**config.mk**
```make
export PLATFORM = sky130hd
export DESIGN_NAME = visible_escape_line_folder_flat
export DESIGN_NICKNAME = d
export VERILOG_FILES = /design/src/hw/rtl/vel_pkg.sv /design/src/hw/rtl/vel_in_if.sv /design/src/hw/rtl/vel_out_if.sv /design/src/hw/rtl/vel_cfg_if.sv /design/src/hw/rtl/vel_front.sv /design/src/hw/rtl/vel_queue.sv /design/src/hw/rtl/vel_back.sv /design/src/hw/rtl/visible_escape_line_folder.sv /design/src/flat_wrapper.sv
export SDC_FILE = /design/constraint.sdc
export NUM_CORES = 1
export LEC_CHECK = 0
export ABC_AREA = 0
export BUFFER_PORTS_ARGS = -buffer_cell sky130_fd_sc_hd__buf_2
export CELL_PAD_IN_SITES_DETAIL_PLACEMENT = 0
export CELL_PAD_IN_SITES_GLOBAL_PLACEMENT = 1
export CORE_MARGIN = 1.5
export CORE_UTILIZATION = 53
export CTS_CLUSTER_DIAMETER = 40
export DETAILED_ROUTE_END_ITERATION = 10
export PLACE_DENSITY_LB_ADDON = 0.12
export SKIP_LAST_GASP = 1
export SLEW_MARGIN = 20
export SYNTH_ARGS = -nofsm -noshare
export SYNTH_HDL_FRONTEND = slang
export SYNTH_SLANG_ARGS = --single-unit
```
**constraint.sdc**
```tcl
create_clock -name clk -period 5.4 [get_ports clk]
set_clock_uncertainty 0.05 [all_clocks]
set_input_delay 0 -clock clk [delete_from_list [all_inputs] [get_ports clk]]
set_output_delay 0 -clock clk [all_outputs]
set_load 0.05 [all_outputs]
```
**src/hw/rtl/vel_pkg.sv**
```systemverilog
// Shared types, character codes and escape helpers for the visible escape folder.
// No dependencies; the files that use it refer to it by scoped names.
`timescale 1ns / 1ps

package vel_pkg;

  localparam logic [7:0] CH_NL    = 8'h0A;
  localparam logic [7:0] CH_BSL   = 8'h5C;
  localparam logic [7:0] CH_ZERO  = 8'h30;
  localparam logic [7:0] FOLD_RST = 8'd71;
  localparam logic [7:0] FOLD_MIN = 8'd4;
  localparam int         QDEPTH   = 4;
  localparam int         QAW      = $clog2(QDEPTH);

  // How an input byte is rendered.
  typedef enum logic [1:0] {
    K_EOL,   // end of line: lone newline, column restarts
    K_LIT,   // one character as is (printable or newline)
    K_CTL,   // backslash and two octal digits
    K_OCT    // backslash and three octal digits
  } kind_t;

  typedef struct packed {
    kind_t      kind;
    logic [7:0] code;
  } desc_t;

  typedef enum logic [1:0] {
    F_NONE,
    F_BSL,
    F_NL
  } fold_t;

  function automatic logic [1:0] last_idx(input kind_t kind);
    logic [1:0] r;
    case (kind)
      K_CTL:   r = 2'd2;
      K_OCT:   r = 2'd3;
      default: r = 2'd0;
    endcase
    return r;
  endfunction

  function automatic logic [7:0] octal(input logic [2:0] d);
    return CH_ZERO | {5'd0, d};
  endfunction

  // Character at position idx of the rendering of an escaped or literal byte.
  function automatic logic [7:0] esc_char(input desc_t d, input logic [1:0] idx);
    logic [7:0] r;
    r = CH_BSL;
    case (idx)
      2'd0: r = (d.kind == K_LIT) ? d.code : CH_BSL;
      2'd1: r = (d.kind == K_CTL) ? octal(d.code[5:3]) : octal({1'b0, d.code[7:6]});
      2'd2: r = (d.kind == K_CTL) ? octal(d.code[2:0]) : octal(d.code[5:3]);
      2'd3: r = octal(d.code[2:0]);
      default: r = CH_BSL;
    endcase
    return r;
  endfunction

endpackage

```
**src/hw/rtl/vel_in_if.sv**
```systemverilog
// Input channel: one line byte per word, valid/ready handshake.
// Depends on nothing.
`timescale 1ns / 1ps

interface vel_in_if;
  logic       valid;
  logic       ready;
  logic [7:0] line_byte;

  modport source (output valid, output line_byte, input ready);
  modport sink   (input valid, input line_byte, output ready);
endinterface

```
**src/hw/rtl/vel_out_if.sv**
```systemverilog
// Result channel: one visible character per word plus an end-of-run flag.
// Depends on nothing.
`timescale 1ns / 1ps

interface vel_out_if;
  logic       valid;
  logic       ready;
  logic [7:0] out_char;
  logic       last_of_run;

  modport source (output valid, output out_char, output last_of_run, input ready);
  modport sink   (input valid, input out_char, input last_of_run, output ready);
endinterface

```
**src/hw/rtl/vel_cfg_if.sv**
```systemverilog
// Configuration channel: writes the fold width register.
// Depends on nothing.
`timescale 1ns / 1ps

interface vel_cfg_if;
  logic       valid;
  logic       ready;
  logic [7:0] fold_width;

  modport source (output valid, output fold_width, input ready);
  modport sink   (input valid, input fold_width, output ready);
endinterface

```
**src/hw/rtl/vel_front.sv**
```systemverilog
// Front end: accepts line bytes and classifies each into a render descriptor.
// Depends on vel_pkg.
`timescale 1ns / 1ps

module vel_front (
  input  logic           clk,
  input  logic           rst_n,
  input  logic           in_valid,
  output logic           in_ready,
  input  logic [7:0]     in_byte,
  output logic           push,
  output vel_pkg::desc_t push_desc,
  input  logic           q_full
);

  logic           fr_valid_r, fr_valid_nxt;
  vel_pkg::desc_t fr_desc_r, fr_desc_nxt;
  vel_pkg::kind_t kind;
  logic           take;

  always_comb begin
    if (in_byte == 8'd0) begin
      kind = vel_pkg::K_EOL;
    end else if (in_byte == vel_pkg::CH_NL) begin
      kind = vel_pkg::K_LIT;
    end else if (in_byte inside {[8'd1:8'd31]}) begin
      kind = vel_pkg::K_CTL;
    end else if (in_byte inside {[8'd32:8'd126]}) begin
      kind = vel_pkg::K_LIT;
    end else begin
      kind = vel_pkg::K_OCT;
    end
  end

  assign push     = fr_valid_r && !q_full;
  assign in_ready = !fr_valid_r || push;
  assign take     = in_valid && in_ready;

  always_comb begin
    fr_valid_nxt = fr_valid_r;
    fr_desc_nxt  = fr_desc_r;
    if (take) begin
      fr_valid_nxt = 1'b1;
      fr_desc_nxt  = '{kind: kind, code: in_byte};
    end else if (push) begin
      fr_valid_nxt = 1'b0;
    end
  end

  always_ff @(posedge clk) begin
    if (!rst_n) begin
      fr_valid_r <= 1'b0;
    end else begin
      fr_valid_r <= fr_valid_nxt;
    end
    fr_desc_r <= fr_desc_nxt;
  end

  assign push_desc = fr_desc_r;

endmodule

```
**src/hw/rtl/vel_queue.sv**
```systemverilog
// Short descriptor queue between the front end and the expander.
// Depends on vel_pkg.
`timescale 1ns / 1ps

module vel_queue (
  input  logic           clk,
  input  logic           rst_n,
  input  logic           push,
  input  vel_pkg::desc_t push_desc,
  output logic           full,
  input  logic           pop,
  output logic           head_valid,
  output vel_pkg::desc_t head_desc
);

  vel_pkg::desc_t             mem_r [vel_pkg::QDEPTH];
  logic [vel_pkg::QAW-1:0]    wr_ptr_r, wr_ptr_nxt;
  logic [vel_pkg::QAW-1:0]    rd_ptr_r, rd_ptr_nxt;
  logic [vel_pkg::QAW:0]      cnt_r, cnt_nxt;
  logic                       do_push, do_pop;

  assign full       = (cnt_r == (vel_pkg::QAW+1)'(vel_pkg::QDEPTH));
  assign head_valid = (cnt_r != '0);
  assign head_desc  = mem_r[rd_ptr_r];
  assign do_push    = push && !full;
  assign do_pop     = pop && head_valid;

  always_comb begin
    wr_ptr_nxt = do_push ? wr_ptr_r + 1'b1 : wr_ptr_r;
    rd_ptr_nxt = do_pop  ? rd_ptr_r + 1'b1 : rd_ptr_r;
    cnt_nxt    = cnt_r;
    if (do_push && !do_pop) begin
      cnt_nxt = cnt_r + 1'b1;
    end else if (do_pop && !do_push) begin
      cnt_nxt = cnt_r - 1'b1;
    end
  end

  always_ff @(posedge clk) begin
    if (!rst_n) begin
      wr_ptr_r <= '0;
      rd_ptr_r <= '0;
      cnt_r    <= '0;
    end else begin
      wr_ptr_r <= wr_ptr_nxt;
      rd_ptr_r <= rd_ptr_nxt;
      cnt_r    <= cnt_nxt;
    end
  end

  always_ff @(posedge clk) begin
    if (do_push) begin
      mem_r[wr_ptr_r] <= push_desc;
    end
  end

endmodule

```
**src/hw/rtl/vel_back.sv**
```systemverilog
// Back end: expands descriptors into characters, tracks the column and folds.
// Depends on vel_pkg.
`timescale 1ns / 1ps

module vel_back (
  input  logic           clk,
  input  logic           rst_n,
  input  logic [7:0]     fold_width,
  input  logic           head_valid,
  input  vel_pkg::desc_t head_desc,
  output logic           pop,
  output logic           out_valid,
  input  logic           out_ready,
  output logic [7:0]     out_char,
  output logic           out_last
);

  logic [1:0]     idx_r, idx_nxt;
  vel_pkg::fold_t fold_r, fold_nxt;
  logic           fold_last_r, fold_last_nxt;
  logic [7:0]     col_r, col_nxt;
  logic           out_valid_r, out_valid_nxt;
  logic [7:0]     out_char_r, out_char_nxt;
  logic           out_last_r, out_last_nxt;

  logic           fire;
  logic           is_end;
  logic [7:0]     width;
  logic [8:0]     col_inc;
  logic [7:0]     ch;

  assign width   = (fold_width < vel_pkg::FOLD_MIN) ? vel_pkg::FOLD_MIN : fold_width;
  assign col_inc = {1'b0, col_r} + 9'd1;
  assign is_end  = (idx_r == vel_pkg::last_idx(head_desc.kind));
  assign ch      = vel_pkg::esc_char(head_desc, idx_r);
  // The output register takes a new character whenever a descriptor is waiting and it is empty or being drained.
  assign fire    = head_valid && (!out_valid_r || out_ready);

  always_comb begin
    idx_nxt       = idx_r;
    fold_nxt      = fold_r;
    fold_last_nxt = fold_last_r;
    col_nxt       = col_r;
    out_valid_nxt = out_valid_r && !out_ready;
    out_char_nxt  = out_char_r;
    out_last_nxt  = out_last_r;
    pop           = 1'b0;
    if (fire) begin
      out_valid_nxt = 1'b1;
      case (fold_r)
        vel_pkg::F_BSL: begin
          out_char_nxt = vel_pkg::CH_BSL;
          out_last_nxt = 1'b0;
          fold_nxt     = vel_pkg::F_NL;
        end
        vel_pkg::F_NL: begin
          out_char_nxt = vel_pkg::CH_NL;
          out_last_nxt = fold_last_r;
          col_nxt      = '0;
          fold_nxt     = vel_pkg::F_NONE;
          if (fold_last_r) begin
            pop     = 1'b1;
            idx_nxt = '0;
          end else begin
            idx_nxt = idx_r + 2'd1;
          end
        end
        default: begin
          if (head_desc.kind == vel_pkg::K_EOL) begin
            out_char_nxt = vel_pkg::CH_NL;
            out_last_nxt = 1'b1;
            col_nxt      = '0;
            pop          = 1'b1;
            idx_nxt      = '0;
          end else if (col_inc >= {1'b0, width}) begin
            // Line is full: the fold follows this character before the next one.
            out_char_nxt  = ch;
            out_last_nxt  = 1'b0;
            fold_nxt      = vel_pkg::F_BSL;
            fold_last_nxt = is_end;
          end else begin
            out_char_nxt = ch;
            out_last_nxt = is_end;
            col_nxt      = col_inc[7:0];
            if (is_end) begin
              pop     = 1'b1;
              idx_nxt = '0;
            end else begin
              idx_nxt = idx_r + 2'd1;
            end
          end
        end
      endcase
    end
  end

  always_ff @(posedge clk) begin
    if (!rst_n) begin
      idx_r       <= '0;
      fold_r      <= vel_pkg::F_NONE;
      col_r       <= '0;
      out_valid_r <= 1'b0;
    end else begin
      idx_r       <= idx_nxt;
      fold_r      <= fold_nxt;
      col_r       <= col_nxt;
      out_valid_r <= out_valid_nxt;
    end
    fold_last_r <= fold_last_nxt;
    out_char_r  <= out_char_nxt;
    out_last_r  <= out_last_nxt;
  end

  assign out_valid = out_valid_r;
  assign out_char  = out_char_r;
  assign out_last  = out_last_r;

endmodule

```
**src/hw/rtl/visible_escape_line_folder.sv**
```systemverilog
// Visible escape line folder. Line bytes enter on in_ch (valid/ready), one
// word per byte; a zero byte ends the line. Visible characters leave on
// out_ch, one word per character, with last_of_run high on the final
// character produced for a byte. cfg_ch writes the fold width (reset 71,
// values below 4 act as 4); cfg_ch.ready is always high, and writes are
// meant for when the block is idle.
// The first character of a byte passes the classify register, then the queue,
// then the output register before it is offered.
// Throughput: one character per cycle while out_ch is ready, set by the
// single output register. A byte yields one character (printable,
// newline, end of line), three (control byte) or four (byte 127 and above),
// plus a backslash and newline for each fold. A four-entry descriptor queue
// lets input keep flowing while a long escape is still being expanded.
// Reset (rst_n low, synchronous) empties the queue and output register,
// clears the column and sets the fold width to 71. When the receiver
// stalls, the current character holds on out_ch and input backs up
// through the queue until in_ch.ready drops.
// Depends on vel_pkg, the channel interfaces, vel_front, vel_queue, vel_back.
`timescale 1ns / 1ps

module visible_escape_line_folder (
  input  logic       clk,
  input  logic       rst_n,
  vel_in_if.sink     in_ch,
  vel_out_if.source  out_ch,
  vel_cfg_if.sink    cfg_ch
);

  logic [7:0]     fold_width_r, fold_width_nxt;
  logic           push, q_full, pop, head_valid;
  vel_pkg::desc_t push_desc, head_desc;

  assign cfg_ch.ready = 1'b1;
  assign fold_width_nxt = (cfg_ch.valid && cfg_ch.ready) ? cfg_ch.fold_width : fold_width_r;

  always_ff @(posedge clk) begin
    if (!rst_n) begin
      fold_width_r <= vel_pkg::FOLD_RST;
    end else begin
      fold_width_r <= fold_width_nxt;
    end
  end

  vel_front u_front (
    .clk       (clk),
    .rst_n     (rst_n),
    .in_valid  (in_ch.valid),
    .in_ready  (in_ch.ready),
    .in_byte   (in_ch.line_byte),
    .push      (push),
    .push_desc (push_desc),
    .q_full    (q_full)
  );

  vel_queue u_queue (
    .clk        (clk),
    .rst_n      (rst_n),
    .push       (push),
    .push_desc  (push_desc),
    .full       (q_full),
    .pop        (pop),
    .head_valid (head_valid),
    .head_desc  (head_desc)
  );

  vel_back u_back (
    .clk        (clk),
    .rst_n      (rst_n),
    .fold_width (fold_width_r),
    .head_valid (head_valid),
    .head_desc  (head_desc),
    .pop        (pop),
    .out_valid  (out_ch.valid),
    .out_ready  (out_ch.ready),
    .out_char   (out_ch.out_char),
    .out_last   (out_ch.last_of_run)
  );

endmodule

```
**src/flat_wrapper.sv**
```systemverilog
// flat-port wrapper written by rule: the top's interface ports become plain ports
module visible_escape_line_folder_flat 
  (clk, rst_n, in_ch_valid, in_ch_line_byte, in_ch_ready, out_ch_valid, out_ch_out_char, out_ch_last_of_run, out_ch_ready, cfg_ch_valid, cfg_ch_fold_width, cfg_ch_ready);
  vel_in_if in_ch_i ();
  vel_out_if out_ch_i ();
  vel_cfg_if cfg_ch_i ();
  input  logic clk;
  input  logic rst_n;
  input wire logic [$bits(in_ch_i.valid)-1:0] in_ch_valid;
  input wire logic [$bits(in_ch_i.line_byte)-1:0] in_ch_line_byte;
  output wire logic [$bits(in_ch_i.ready)-1:0] in_ch_ready;
  output wire logic [$bits(out_ch_i.valid)-1:0] out_ch_valid;
  output wire logic [$bits(out_ch_i.out_char)-1:0] out_ch_out_char;
  output wire logic [$bits(out_ch_i.last_of_run)-1:0] out_ch_last_of_run;
  input wire logic [$bits(out_ch_i.ready)-1:0] out_ch_ready;
  input wire logic [$bits(cfg_ch_i.valid)-1:0] cfg_ch_valid;
  input wire logic [$bits(cfg_ch_i.fold_width)-1:0] cfg_ch_fold_width;
  output wire logic [$bits(cfg_ch_i.ready)-1:0] cfg_ch_ready;
  assign in_ch_i.valid = in_ch_valid;
  assign in_ch_i.line_byte = in_ch_line_byte;
  assign in_ch_ready = in_ch_i.ready;
  assign out_ch_valid = out_ch_i.valid;
  assign out_ch_out_char = out_ch_i.out_char;
  assign out_ch_last_of_run = out_ch_i.last_of_run;
  assign out_ch_i.ready = out_ch_ready;
  assign cfg_ch_i.valid = cfg_ch_valid;
  assign cfg_ch_i.fold_width = cfg_ch_fold_width;
  assign cfg_ch_ready = cfg_ch_i.ready;
  visible_escape_line_folder u_core (.clk(clk), .rst_n(rst_n), .in_ch(in_ch_i), .out_ch(out_ch_i), .cfg_ch(cfg_ch_i));
endmodule
```
==> impl_summary.md, run 1 <==
Power
In this run the power density over the cells is approximately 430 nW/um^2. The design draws approximately 0.0021 W. For this design the static power due to leakage is around 2 nW. The worst IR drop on VDD is approximately 0.26 mV.

Floorplanning
The die is just over 90 um wide. The floorplan step defined a die boundary enclosing approximately 8600 sq um. Measured along the y axis, the die boundary spans around 93 um. In this run the count of I/O pins placed on the die edge is 33.

The initial core utilization is 55.2%. The total core area is roughly 8000 sq um. The cell row count is 32.

Clock tree
The H-tree was split into 3 levels. TritonCTS created 9 clock buffers. The tree is rooted in a sky130_fd_sc_hd__clkbuf_8. The TritonCTS sink count is 91. The number of setup buffers added after CTS is 0. After clock tree synthesis, the clock-pin slew on the worst setup and hold paths is approximately 0.1 ns.

The buffer depth of the longest clock path is 2. The clock tree from TritonCTS is built. Clock latency on the worst-skew pair, taken at its later pin, is around 0.35 ns.

Synthesis
The share of synthesized registers carrying an async set or reset is 0%. Sequential elements use 56.5% of the synthesized area. For this run, the number of Yosys warnings is 0.

sky130_fd_sc_hd__edfxtp_1 takes more of the synthesized area than any other cell. The total nets after synthesis is approximately 380. Sorting the synthesized cells by area gives the leading types as sky130_fd_sc_hd__edfxtp_1 42%, sky130_fd_sc_hd__dfxtp_1 14%, sky130_fd_sc_hd__ha_1 5.8%. By count the netlist is led by 60 x sky130_fd_sc_hd__edfxtp_1, 31 x sky130_fd_sc_hd__dfxtp_1, 26 x sky130_fd_sc_hd__nor2_1.

The cell area after technology mapping is around 4300 sq um. The most used flip-flop cell after synthesis is sky130_fd_sc_hd__edfxtp_1. The post-synthesis cell count is 342. The count of flip-flops with a built-in enable after synthesis is 60.

A synthesized cell averages around 13 sq um. The post-synthesis cell type count is between 50 and 60. The most common cell in the synthesized netlist is sky130_fd_sc_hd__edfxtp_1. Of the post-synthesis cell area, the dominant cell type holds about 42%. The register bit count reported by yosys is about 90.

Worst setup path
The worst setup path is launched from a register. The class of the most critical setup path is register to register. The critical path's most frequent cell is sky130_fd_sc_hd__ha_1.

The slowest cell on the critical path is sky130_fd_sc_hd__fa_1. In this run the worst path has a maximum fanout of 6. The critical path goes through ha_1 > nand3_1 > nor2_1 > xor2_1 > ha_1 > and3_1 > o2111a_1 > a211oi_4 > o211ai_4 > ha_1 > inv_1 > fa_1 > xor2_1 > or3_1 > a21oi_1. The endpoint arrival time on the critical path is slightly below 4 ns. The highest cell delay on the worst timing path is 0.43 ns. The type of element capturing the critical path is a register. Data on the critical path is required at its endpoint by about 5.6 ns.

Timing
The number of hold-slack violations in the final timing report came to 0. The setup slack of the critical path after layout is ~1.6 ns. The number of slew-limit violations in the final report is 0. The setup violation total in the final timing report is 0.

The ratio of final minimum period to clock period is between 60% and 70%. The total negative setup slack is 0 ns. For the finished layout, the period the worst path requires is 3.77 ns. The measured slew at the worst slew-check pin is about 1.1 ns. For this run, the top clock speed supported by timing is around 270 MHz. In this run the tightest slew margin relative to its limit is slightly below 30%. Setup repair after global routing left no endpoint under its margin.

Finish
The final antenna diode count is 0. Relative to the synthesized area, the layout overhead comes to 15.8%. The final standard cell utilization of the core is between 60% and 70%. The count of cells in the finished layout, fillers not included, comes to approximately 500. The post-layout net count is 440. Summing all flip-flop and latch instances after layout gives between 2000 and 2500 sq um. Counting the fill cells in the layout gives around 610. The multi-input combinational cells in the finished layout cover a total of 1710 sq um. The proportion of layout cells with a drive suffix above 1 is between 10% and 20%.

Routing
The detail-routed via count per cell is roughly 5.5. After detailed routing, the number of remaining DRC violations is 0. The average wire per cell in the routed design is ~15 um. The first detailed-routing pass ran for 4 iterations. The routed wire length is ~7700 um. Summing over every cut layer, the via total after detailed routing is about 2800. The detail route stage leaves a number of antenna-violating nets equal to 0. The detailed router finished its first iteration with roughly 110 violations.

Global route
The initial antenna violation count came to 0. The aggregate global-route resource usage is between 10% and 20%. The first-pass GRT wire length is approximately 13000 um. The remaining global-route overflow is 0. Entering global routing, the biggest net connects 20 pins. The via count of the first global-routing pass is roughly 2700.

Place
The number of port buffers is 31. The routability congestion estimate is 0.764. The setup slack at placement is roughly 1.7 ns.

After detailed placement, the design holds a cell count of 462. The half-perimeter wire length after detailed placement is 5300 um.

Job
The number of maximum-capacitance violations is 0.

Min path
In this run the worst hold path is classified as primary input to register.

Run status
The flow ran to the end, and the final reports show no timing, DRC or antenna violations.
## kinds of logic (layout without fill, tap and decap cells)
| family | count (synthesis) | count (layout) | synth area share, % |
|---|---|---|---|
| simple gates | 97 | 97 | 11.6 |
| flops | 91 | 91 | 56.5 |
| compound gates | 61 | 61 | 10.1 |
| buf+inv | 35 | 96 | 3.65 |
| mux | 24 | 24 | 9.28 |
| fa+ha+maj | 21 | 21 | 6.30 |
| xor+xnor | 12 | 12 | 2.45 |
| other cells | 1 | 1 | 0.0875 |
## layout by cell type (no fill, tap or decap), types with 8 or more instances in the layout
| cell type | Yosys | final |
|---|---|---|
| sky130_fd_sc_hd__buf_2 | 1 | 31 |
| sky130_fd_sc_hd__a21oi_1 | 12 | 12 |
| sky130_fd_sc_hd__mux2i_1 | 12 | 12 |
| sky130_fd_sc_hd__clkbuf_8 | 0 | 9 |
| sky130_fd_sc_hd__nand2_1 | 23 | 23 |
| sky130_fd_sc_hd__edfxtp_1 | 60 | 60 |
| sky130_fd_sc_hd__ha_1 | 20 | 20 |
| sky130_fd_sc_hd__dlygate4sd3_1 | 0 | 27 |
| sky130_fd_sc_hd__dfxtp_1 | 31 | 31 |
| sky130_fd_sc_hd__mux4_1 | 8 | 8 |
| sky130_fd_sc_hd__nand3_1 | 10 | 10 |
| sky130_fd_sc_hd__inv_1 | 21 | 21 |
| sky130_fd_sc_hd__nor2_1 | 26 | 26 |
| sky130_fd_sc_hd__o21ai_0 | 14 | 14 |
## flip-flops by register name (all words and copies together), names as in the netlist, named ones only
register,count
u_core.u_front.fr_valid_r,1
u_core.u_back.fold_r,2
u_core.u_back.idx_r,2
u_core.u_back.fold_last_r,1
u_core.u_queue.wr_ptr_r,2
u_core.u_back.col_r,8
u_core.u_queue.cnt_r,3
u_core.u_back.out_valid,1
u_core.u_queue.mem_r,40
u_core.fold_width_r,8
u_core.u_front.push_desc,10
u_core.u_back.out_last,1
u_core.u_queue.rd_ptr_r,2
u_core.u_back.out_char,8
## worst paths after layout
check                                        startpoint                 endpoint  slack (ns)  cells after the start
worst max-delay path             u_core.u_back.col_r[0]  u_core.u_queue.cnt_r[2]        1.63                     15
worst min-delay path                       cfg_ch_valid   u_core.fold_width_r[7]        0.03                      3
worst max register to register   u_core.u_back.col_r[0]  u_core.u_queue.cnt_r[2]        1.63                     15
worst min register to register  u_core.u_back.out_valid  u_core.u_back.out_valid        0.42                      2
## timing repair
action | in CTS | in global routing
hold buffers | 27 | 0
gates resized for setup | 0 | 0
endpoints found under the hold margin | 21 | 0
## metal layers
layer	GRT usage (%)	share of wire (%)	wire length, um
met1	26.2	48	3680
met2	32.1	48	3670
met3	2.96	3.2	244
met4	5.68	1.1	87
met5	0	0	0
## where the power goes
group | total (W) | internal, W | switching (W)
clock | 0.000448 | 0.000183 | 0.000265
sequential | 0.000932 | 0.000869 | 0.0000630
combinational | 0.000759 | 0.000272 | 0.000487
## critical path, delay by kind of cell, from the launching register on
kind	cells	cell delay (ns)
flip-flops	1	0.41
XOR/XNOR	2	0.29
adder cells (fa/ha/maj)	4	1.22
AND/OR/NAND/NOR	4	0.92
AO/OA/AOI/OAI	4	0.73
buffers and inverters	1	0.07
## stage by stage
step	hold WS (ns)	instance area (sq um)
after floorplan	0.0489	4290
after global placement	0.162	4500
after detailed placement	0.159	4500
after CTS	0.0139	4970
after global routing	0.0522	4970
final	0.0306	4970
## cell type report
type	instances	area share (%)
multi-input cells	216	34.4
inverters	22	1.66
flip-flops and latches	91	48.8
clock inverters	7	1.54
repair buffers	58	8.56
clock buffers	9	2.49
well taps	102	2.57
Note: power is estimated with default switching activity, not from simulation.
==> run 2, diff against run 1 <==
Settings changed: CORE_UTILIZATION 53 to 44.
Clock period 5.4 ns to 3.2 ns, I/O delays scaled along.
==> impl_summary.md, run 2 (synthesis gave the netlist of run 1 again) <==
Run status
The run finished, with violations left. The checks that failed: negative setup slack.

Worst setup path
The type of origin of the critical path is a register. The worst setup path is captured at a register. The depth of the most critical reg-to-reg path is 15. The slowest stage of the critical path is the sky130_fd_sc_hd__dfxtp_2 cell. The endpoint arrival time on the critical path is about 3.5 ns. For flop-to-flop paths, the worst setup slack is -0.07 ns. The beginning of the worst register-to-register path is u_core.u_back.col_r[1]. Of all nets on the critical path, the largest fanout is 3.

The critical path goes through and3_4 > and3_4 > nand3_4 > xnor2_2 > ha_1 > and3_4 > a221o_1 > a211oi_4 > o211ai_4 > ha_4 > inv_2 > fa_2 > xor2_1 > or3_1 > a21oi_2. The worst setup path is of the register to register kind. The worst reg2reg path endpoint is u_core.u_queue.cnt_r[2]. At the worst endpoint, the required time is approximately 3.4 ns. Broken down by cell family, the worst path's largest delay share belongs to simple AND/OR/NAND/NOR gates. The highest cell delay on the worst timing path is ~0.36 ns. The critical path buffer and inverter count is 1. Among the stages of the critical path, the cell type that occurs most often is sky130_fd_sc_hd__and3_4.

Timing
Setup repair after global routing could not meet its margin everywhere. The total negative setup slack is -0.0676 ns. At the pin with the least slew margin, the transition time is approximately 1.0 ns.

Static timing analysis puts the maximum clock frequency at ~310 MHz. The number of slew-limit violations in the final report is 0. The ratio of final minimum period to clock period is 102%.

Setup violations remaining at the end of the flow were counted as 1. The worst slew margin relative to its limit is a little under a third. The setup slack of the critical path after layout is -0.0676 ns. The number of hold-slack violations in the final timing report is 0. Subtracting the final worst setup slack from the clock period gives around 3.3 ns.

Finish
Leaving out filler cells and counting taps, the final layout contains between 500 and 600. The post-layout net count is ~460. Ranked by flip-flop count, first place goes to u_core.u_queue.mem_r. The proportion of layout cells with a drive suffix above 1 is 24.0%. With fillers left out, the area of the finished cells amounts to ~5200 sq um. The library cells used most frequently in the layout, excluding fill and tap cells, are 60 x sky130_fd_sc_hd__edfxtp_1, 31 x sky130_fd_sc_hd__buf_2, 28 x sky130_fd_sc_hd__dfxtp_1, 27 x sky130_fd_sc_hd__dlygate4sd3_1, 25 x sky130_fd_sc_hd__nor2_1. The final standard cell utilization of the core is a little under three fifths. The library cell used most frequently in the layout, excluding fill and tap cells, is sky130_fd_sc_hd__edfxtp_1. The register with the most flip-flops in the layout has 40 of them. The number of antenna diodes in the final layout is 0. The area overhead of the layout relative to synthesis is 22.3%.

Routing
The routed design has 8230 um of wire. The total DRC errors in the routed layout is 0. The average wire per cell in the routed design is ~15 um. In this run the remaining antenna-violating nets after routing total 0. The count of TritonRoute iterations in the first routing pass is 4.

The detail-routed via count per cell is a little over 5. The via total after detailed routing is 2838. For this block, the initial DRC count from the detailed router was ~120.

Min path
The cell depth of the worst min-delay path is 3. The origin of the worst min-delay path is cfg_ch_valid. The path class of the tightest hold or removal check is primary input to register. For hold timing, the worst endpoint is u_core.fold_width_r[5].

Clock tree
In this run the number of H-tree levels came out at 3. TritonCTS built the clock tree. The buffer depth of the longest clock path is 2. The number of clock buffers inserted by TritonCTS is 9. The TritonCTS sink count is 91. For the worst-skew pair, the clock arrives at the later sink with an insertion delay of 0.36 ns.

The cell sitting at the root of the clock tree is a sky130_fd_sc_hd__clkbuf_8. After clock tree synthesis, the clock-pin slew on the worst setup and hold paths is about 0.1 ns.

Floorplanning
The die is slightly above 100 um tall. The die area is between 10000 and 15000 sq um. The cell row count is 35. The die is roughly 100 um wide. For this configuration, the core starts out at a cell density of about 46%. In this run the count of I/O pins placed on the die edge is 33. The core region is 9330 sq um.

Place
Once placement completed, the tool counted placed cells totaling ~510. The placed standard-cell area is 4710 sq um. The routability congestion estimate is 0.753.

The half-perimeter wire length after detailed placement is 5740 um. The number of port buffers is 31.

Job
The tool flagged a number of max-cap violations equal to 0.

Global route
The initial antenna violation count came to 0. The first global-routing pass estimated 13400 um of wire. Global routing consumed, over all layers together, approximately 17% of the routing resources. The via count of the first global-routing pass is about 2800. The remaining global-route overflow is 0. Entering global routing, the biggest net connects 20 pins.

Power
The leakage power total is 2.07 nW. VDD sags by at most 0.450 mV. The power per unit of standard cell area is approximately 700 nW/um^2.
## run 2: final cells by class
class / count / area (sq um)
fillers: 811 / 4090
flip-flops and latches: 91 / 2430
multi-input cells: 216 / 1800
repair buffers: 80 / 591
well taps: 129 / 161
clock buffers: 9 / 124
inverters: 22 / 82.6
clock inverters: 7 / 58.8
## run 2: where the power goes
group | leakage [nW] | internal [W] | switching [W] | total, W
sequential | 0.807 | 0.00147 | 0.0000992 | 0.00157
combinational | 1.16 | 0.000562 | 0.000868 | 0.00143
clock | 0.0978 | 0.000297 | 0.000434 | 0.000732
## run 2: metal layers
layer	wire length, um	part of all wire (%)	GRT usage (%)
met1	3920	48	23.8
met2	3890	47	27.2
met3	313	3.8	3.52
met4	108	1.3	5.88
met5	0	0	0
## run 2: timing repair
action	in CTS	in global routing
endpoints found under the setup margin	3	11
pin swaps	8	3
gates resized for setup	3	8
hold buffers	27	0
gates cloned	0	0
endpoints found under the hold margin	21	0
setup buffers	1	3
## run 2: per-stage QoR
stage | power [W] | hold slack, ns | setup slack (ns)
4_1_cts | 0.00373 | 0.00923 | -0.0466
2_1_floorplan | 0.00262 | 0.0489 | 0.00954
5_1_grt | 0.00397 | 0.0245 | -0.180
3_5_place_dp | 0.00296 | 0.162 | -0.124
6_report | 0.00373 | 0.0246 | -0.0676
3_3_place_gp | 0.00294 | 0.163 | -0.0564
## run 2: worst min-delay path, stage by stage
cell and delay (ns):
sky130_fd_sc_hd__buf_2 0.18, sky130_fd_sc_hd__mux2i_1 0.14, sky130_fd_sc_hd__nor2_1 0.08
## run 2: how the worst max path moves through the flow
stage	start	end	slack, ns	cells past startpoint
4_1_cts	u_core.u_back.col_r[1]	u_core.u_queue.cnt_r[2]	-0.05	15
3_5_place_dp	u_core.u_back.col_r[1]	u_core.u_queue.cnt_r[2]	-0.12	15
5_1_grt	u_core.u_back.col_r[1]	u_core.u_queue.cnt_r[2]	-0.18	15
6_report	u_core.u_back.col_r[1]	u_core.u_queue.cnt_r[2]	-0.07	15
3_3_place_gp	u_core.u_back.col_r[1]	u_core.u_queue.cnt_r[2]	-0.06	15
2_1_floorplan	u_core.u_back.col_r[2]	u_core.u_queue.cnt_r[2]	0.01	15
==> run 3, diff against run 2 <==
Settings changed: CTS_BUF_LIST set to sky130_fd_sc_hd__clkbuf_16.
==> impl_summary.md, run 3 (synthesis gave the netlist of run 1 again) <==
Power
The portion of total power attributed to combinational logic is 35.7%. The analysis attributes to cell leakage a power of between 2 and 2.5 nW. The net switching share of the total power is between 30% and 40%. The internal portion of total power is 0.00257 W.

In this run, the clock network consumes 25.1% of the power. The switching component of the power is about 0.0014 W. Power spread over the standard cell area amounts to 755 nW/um^2. The total power is around 0.0040 W. The part of the total power dissipated in sequential elements is 39.3%. VDD sags by at most 0.465 mV.

Routing
The total DRC errors in the routed layout is 0. The DRC violation total after the first TritonRoute iteration is 126. The count of TritonRoute iterations in the first routing pass is 4.

The via total after detailed routing is around 2800. The routed wire length is 8080 um. The detail-routed via count per cell is between 5 and 6. After detailed routing, the average wire length per cell comes to about 15 um. The detail route stage leaves a number of antenna-violating nets equal to 0.

Place
The placed instances occupy a cell area of between 4000 and 5000 sq um. Detailed placement finished with a half-perimeter wire length of 5740 um. Port buffering added 31 buffers. Counting tap cells, the placed design contains a total of ~510 instances. At the end of routability-driven placement, the weighted congestion stood at approximately 0.75. OpenSTA, run right after detailed placement, puts the worst setup slack at -0.124 ns.

Worst setup path
The slowest cell on the critical path is sky130_fd_sc_hd__dfxtp_1. The class of the most critical setup path is register to register. On the worst path, the slowest cell contributes a delay of 0.47 ns. STA puts the critical path data arrival time at roughly 3.5 ns. The critical path goes through and3_4 > nand3_2 > xnor2_2 > ha_1 > and3_4 > a221o_1 > a211oi_4 > o211ai_4 > ha_4 > inv_2 > fa_2 > xor2_1 > or3_1 > a21oi_2. At the worst endpoint, the required time is 3.40 ns.

By instance count, the cell type seen most on the critical path is sky130_fd_sc_hd__and3_4. The startpoint identified for the worst register-to-register timing path is u_core.u_back.col_r[3]. STA classifies the critical path startpoint as a register. In this run the worst path has a maximum fanout of 5. In this run the register-to-register setup slack is -0.08 ns.

The most critical setup path has its startpoint at u_core.u_back.col_r[3]. The type of element capturing the critical path is a register.

Clock tree
The source-to-sink clock delay at the later pin of the worst-skew pair is 0.33 ns. The number of clock buffers inserted by TritonCTS is 9. The H-tree depth is 3. The tree built by TritonCTS fans out to 91 sinks. The clock tree from TritonCTS is built.

CTS placed an instance of sky130_fd_sc_hd__clkbuf_16 at the clock tree root. The clock transition at the registers of the reported paths is approximately 0.07 ns. The buffer depth of the longest clock path is 2.

Finish
The library cell used most frequently in the layout, excluding fill and tap cells, is sky130_fd_sc_hd__edfxtp_1. At the end of the flow, the number of nets in the layout was around 460. The area overhead of the layout relative to synthesis is 23.3%.

The number of antenna diodes in the final layout is 0. In the layout the commonest cells are 60 x sky130_fd_sc_hd__edfxtp_1, 31 x sky130_fd_sc_hd__buf_2, 28 x sky130_fd_sc_hd__dfxtp_1, 25 x sky130_fd_sc_hd__nor2_1, 23 x sky130_fd_sc_hd__nand2_1. The flip-flop count of the largest register after layout is 40. The final instance count without filler cells is 549. The most flop-heavy register is u_core.u_queue.mem_r. The cell area after layout is ~5300 sq um. Cells with a size suffix above 1 make up roughly a quarter of the layout.

Floorplanning
The die covers slightly above 10000 sq um. For this configuration, the core starts out at a cell density of a little under half. The height of the chip is about 100 um. The die span in x is just over 100 um. The total core area is about 9300 sq um.

The number of ports placed on the die boundary is 33. The initialized floorplan defines 35 standard-cell rows.

Global route
The via count of the first global-routing pass is between 2000 and 3000. The first-pass GRT wire length is between 10000 and 15000 um. Entering global routing, the biggest net connects 20 pins. The aggregate global-route resource usage is around 17%. The initial antenna violation count is 0. After global routing the overflow that remains totals 0.

Timing
The worst path uses 103% of the clock period. The final period demand of the worst path is around 3.3 ns. Headroom to the max-slew limit came out at 30.3%. Setup repair after global routing could not meet its margin everywhere. Across all setup checks in the final design, the least slack found is -0.0825 ns.

The number of slew-limit violations in the final report came to 0. The measured slew at the worst slew-check pin is about 1.0 ns. Setup violations remaining at the end of the flow were counted as 2.

The highest attainable clock frequency is between 300 and 400 MHz. The number of hold-slack violations in the final timing report is 0.

Run status
The checks that failed: negative setup slack. The flow ran to the end, but the final reports show violations.

Min path
In this run the most critical hold path is launched from rst_n. The type of the most critical hold path is primary input to register.

Job
The number of maximum-capacitance violations is 0.
run 3: cell types whose count changed in the layout (fill, tap and decap cells not counted), sizes merged:
cell	before	now
dlygate4sd3	27	22
run 3: final cells by class:
| type | instances | area (sq um) |
|---|---|---|
| Clock buffer | 9 | 225 |
| Clock inverter | 7 | 58.8 |
| Fill cell | 801 | 4040 |
| Inverter | 22 | 82.6 |
| Multi-Input combinational cell | 216 | 1790 |
| Sequential cell | 91 | 2430 |
| Tap cell | 129 | 161 |
| Timing Repair Buffer | 75 | 541 |
run 3: worst max-delay path: cells and delay by family, from the launching register on:
kind                     cells  cell delay [ns]
AND/OR/NAND/NOR              4             0.83
XOR/XNOR                     2             0.26
adder cells (fa/ha/maj)      3             0.62
AO/OA/AOI/OAI                4             0.92
buffers and inverters        1             0.05
flip-flops                   1             0.47
run 3: per-stage QoR:
step	hold WS, ns	util (%)	setup TNS, ns
floorplan	0.0489	-	0
global placement	0.163	50.4	-0.0564
detailed placement	0.162	50.4	-0.142
CTS	0.00482	56.1	-0.0821
global route	0.0252	56.7	-0.520
finish	0.0314	56.7	-0.111
run 3: worst paths after layout:
path,depth (start not counted),to
worst min-delay path,2,u_core.fold_width_r[6]
worst max-delay path,14,u_core.u_queue.cnt_r[2]
worst max register to register,14,u_core.u_queue.cnt_r[2]
worst min register to register,2,u_core.u_back.out_valid
run 3: power groups by stage:
stage	clock, W	sequential (W)	combinational, W
after global routing	0.00108	0.00159	0.00157
after floorplan	0	0.00180	0.000820
after CTS	0.00103	0.00157	0.00140
after detailed placement	0	0.00159	0.00137
after global placement	0	0.00159	0.00135
final	0.00100	0.00157	0.00142
run 3: routing by layer:
layer | vias to the layer above | wire [um] | share of wire [%] | GRT usage [%]
li1 | 1421 | - | - | -
met1 | 1337 | 3900 | 48 | 23.9
met2 | 47 | 3850 | 48 | 27.3
met3 | 7 | 237 | 2.9 | 3.52
met4 | 0 | 88 | 1.1 | 4.91
met5 | - | 0 | 0 | 0
run 3: repair_timing:
| action | 4_1_cts | 5_1_grt |
|---|---|---|
| setup endpoints to repair | 3 | 11 |
| pin swaps | 9 | 9 |
| setup buffers | 1 | 3 |
| endpoints found under the hold margin | 20 | 0 |
| gates resized for setup | 4 | 6 |
| hold buffers | 22 | 0 |
